**src/hw/rtl/ara_ram.sv**
```systemverilog
// ----------------------------------------------------------------------------
// Generic simple dual-port RAM
// One write port and one read port, read data registered.
// ----------------------------------------------------------------------------
module ara_ram #(
  parameter int unsigned Width = 8,
  parameter int unsigned Depth = 16
) (
  input  logic                     clk_i,
  input  logic                     we_i,
  input  logic [$clog2(Depth)-1:0] waddr_i,
  input  logic [Width-1:0]         wdata_i,
  input  logic [$clog2(Depth)-1:0] raddr_i,
  output logic [Width-1:0]         rdata_o
);

  logic [Width-1:0] mem_q [Depth];

  always_ff @(posedge clk_i) begin
    if (we_i) begin
      mem_q[waddr_i] <= wdata_i;
    end
    rdata_o <= mem_q[raddr_i];
  end

endmodule

```
**config.mk**
```make
export PLATFORM = sky130hd
export DESIGN_NAME = ara_ram
export DESIGN_NICKNAME = d
export VERILOG_FILES = /design/src/hw/rtl/ara_ram.sv
export SDC_FILE = /design/constraint.sdc
export NUM_CORES = 1
export LEC_CHECK = 0
export ABC_AREA = 1
export BUFFER_PORTS_ARGS = -buffer_cell sky130_fd_sc_hd__buf_2
export CORE_MARGIN = 10
export CORE_UTILIZATION = 61
export DETAILED_ROUTE_END_ITERATION = 8
export GPL_TIMING_DRIVEN = 0
export HOLD_SLACK_MARGIN = 0.05
export PLACE_DENSITY = 0.82
export SLEW_MARGIN = 15
export SYNTH_ARGS = -nofsm -noshare
export SYNTH_HDL_FRONTEND = slang
export SYNTH_SLANG_ARGS = --single-unit
```
**constraint.sdc**
```tcl
create_clock -name clk_i -period 1.28 [get_ports clk_i]
set_input_delay 0.128 -clock clk_i [delete_from_list [all_inputs] [get_ports clk_i]]
set_output_delay 0.128 -clock clk_i [all_outputs]
set_load 0.03 [all_outputs]
```
Word-level counts from Yosys, hierarchy flattened
Memory sizes are Yosys's and may differ from the RTL's. A register that Yosys moved wholly into a read port is not among the register bits.
Index checks and enable logic that the tools add are counted.
{ "word_totals": {"register_bits": 0, "mem_bits_rw": 128, "in_bits": 18, "output_inout_bits": 8, "word_cells": 3, "mem_count": 1} }
{ "memory_table": {"columns": ["memory", "words", "width", "read_ports", "rd_ports_with_merged_regs", "write_ports", "line", "source"], "rows": [
  ["mem_q", 16, 8, 1, 1, 1, "17", "logic [Width-1:0] mem_q [Depth];"]
]} }
{ "op_classes": {"n_mux": 2} }
{ "op_table": {"columns": ["cell", "count"], "rows": [
  ["$mux 1", 2]
]} }

Logic depth before layout (Yosys ltp)
{ "depth": {"word_depth": 2, "ltp_mapped": 8} }

Worst setup path before layout
OpenSTA, ideal clock, no wires.
{ "synth_path": {"kind": "in2reg", "start": "input waddr_i[2]", "end": "memory mem_q[10][0] (enable)", "arrival_time_ns": 0.709, "required_ns": 0.910, "setup_slack_ns": 0.201, "path_stages": 2, "cell_sequence": "nand3b_1 > nor2_1"} }
{ "synth_lines": {"columns": ["item", "line", "source"], "rows": [
  ["from (decl)", "11", "input logic [$clog2(Depth)-1:0] waddr_i,"],
  ["to (decl)", "17", null]
]} }
No word-level cell before the write port.

==> impl_results.md <==
* Worst-Skew Late Latency at between 500 and 600 ps
* Ys async rst share at 0%
* Power, Total at 10370 uW
* Vias in the first global route at 4085
* Sequential fraction of the synthesis area at a little over two thirds
* CTS clock-pin slew for the worst setup and hold paths at roughly 60 ps
* Final nets at approximately 620
* Critical Path RT at ~1700 ps
* Kind of critical path: input pin to register
* Core area at between 9000 and 10000 um2
* Clk_skew at 6.756 ps
* Max cap viols at 0
* Initial core utilization at between 60% and 70%
* Final hold viol count at 0
* TNS Setup at 0 ps
* Critical Path End Type: register
* Largest net degree at the start of global routing at 17
* Area growth syn-to-layout at 15.99%
* Die W at 117.2 um
* I/O pins at 26
* Post-layout min period at about 1300 ps
* Final Cycle Share at 99.45%
* First-pass GRT wire length at ~22000 um
* Busiest grt layer: met2
* CTS tree: yes
* DP Cell Count at between 700 and 800
* Number of synthesized flops with an enable pin at around 130
* Clock buffer depth at 2
* Clk root buf: clkbuf_8
* CTS Buf Count at 17
* HPWL Detailed at a little under 9000 um
* Synth top area cells: edfxtp_1, nand2_1, nand3_1
* Main synth FF type: edfxtp_1
* Yosys cell types at 12
* Via Count at just over 4000
* Worst Hold Class: input pin to register
* ANT nets after route at 0
* Gate Count Post-Synth at approximately 550
* Setup Fix Bufs, Post-CTS at 0
* Synth top area share at between 60 and 70%
* Drt first-iter violations at between 400 and 500
* Initial antenna violation count at 0
* Pwr dens at 1551 nW/um2
* GR Layer Usage met3 at between 4 and 5%
* Met1 Use GR at 28.90%
* Routed Wire Length at between 10000 and 15000 um
* Fmax at 785.5 MHz
* Drt pass-1 iters at 5
* H-Tree Depth at 4
* Rows at 35
* Vias per Instance at around 5.5
* Fillers at 620
* Synthesized Nets at 569
* Die area at approximately 14000 um2
* Gr usage total at 22.40%
* Layout cells sized above 1 at approximately an eighth
* Outcome: finished clean
* Clk sinks at about 140
* Antenna cells at 0
* Peak fanout along the critical path at 10
* Synth area leader: edfxtp_1
* Setup violators final at 0
* Finished Layout Cells at about 740
* M2 GR Usage at 36.02%
* Seq cells post-synth at 136
* WL/cell at ~19 um
* Register area at between 4000 and 5000 um2
* Place WS at -313.2 ps
* Count of pins over their slew limit at 0
* Peak VDD IR at roughly 1100 uV
* Setup crit start kind: input pin
* Residual DRC count at 0
* Worst Tran Pin Value at around 1000 ps
* Leak at 0.002909 uW
* Worst Path Arrival at between 1500 and 2000 ps
* Slew headroom at about a third
* Synth warnings at 0
* Synth Cell Area at 5767 um2
* IO buf count at 22
* Hold slack at 73.96 ps
* Post-route setup slack at 6.987 ps
* Top-count cell post-synth: nand2_1
* RD Place Congestion at between 0.9 and 1
* Area of the multi-input gates at 1214 um2
* Most instantiated cells after synthesis: nand2_1, edfxtp_1, inv_1
* Total global routing overflow at 0
* Die span in y at between 100 and 150 um
* Synth Area per Inst at roughly 10 um2
[cells in the final DEF (no fill, tap or decap), drive strengths merged]
cell         count
edfxtp         128
nand2          173
nand3b           2
nand3           97
dfxtp            8
nor2            17
clkinv           7
inv            104
buf             46
dlygate4sd3      8
bufinv           2
clkbuf          17
clkinvlp         4
[cells by family after synthesis]
kind of cell | synth area share, %
AND/OR/NAND/NOR | 21.05
flip-flops | 69.43
buffers and inverters | 9.525
[report_power, final]
group | internal [uW] | switching (uW)
Combinational | 208 | 517
Sequential | 4980 | 26.5
Clock | 2770 | 1870
[flip-flops by register name, summed over array words and instances (netlist names)]
signal   count
mem_q      128
rdata_o      8
[metrics by stage]
| step | util, % | cell area, um2 |
|---|---|---|
| after CTS | 72.35 | 6685 |
| after detailed placement | 65.35 | 6038 |
| after floorplan | - | 5767 |
| final | 72.39 | 6689 |
| after global routing | 72.39 | 6689 |
| after global placement | 65.35 | 6038 |
[routing by layer]
| metal | vias to the layer above | part of all wire [%] |
|---|---|---|
| li1 | 1874 | - |
| met1 | 1884 | 39 |
| met2 | 255 | 48 |
| met3 | 38 | 11 |
| met4 | 0 | 3.2 |
| met5 | - | 0 |
[critical path, stage by stage]
cell	delay [ps]
dlygate4sd3_1	520
buf_2	220
clkinvlp_4	220
buf_4	230
nand3_1	130
nand3_1	170
nand2_1	110
[timing repair]
item / in CTS / in global routing
hold endpoints to repair: 99 / 0
resized for setup: 0 / 1
hold buffers: 8 / 0
setup endpoints to repair: 0 / 3
[area by class of cell]
| type | instances | share of cell area (%) |
|---|---|---|
| clock inverters | 15 | 2.282 |
| flip-flops and latches | 136 | 59.86 |
| well taps | 129 | 2.413 |
| repair buffers | 30 | 2.843 |
| plain buffers | 24 | 2.488 |
| multi-input cells | 289 | 18.14 |
| inverters | 102 | 5.780 |
| clock buffers | 17 | 6.192 |
[path summary, 6_finish.rpt]
check | start | end | slack, ps | depth (start not counted)
min | wdata_i[6] | mem_q[14][6] | 70 | 1
max | raddr_i[2] | rdata_o[3] | 7 | 7
max reg2reg | mem_q[0][3] | rdata_o[3] | 230 | 6
min reg2reg | mem_q[13][5] | rdata_o[5] | 700 | 6
No activity file was read; power rests on OpenSTA's default activity.
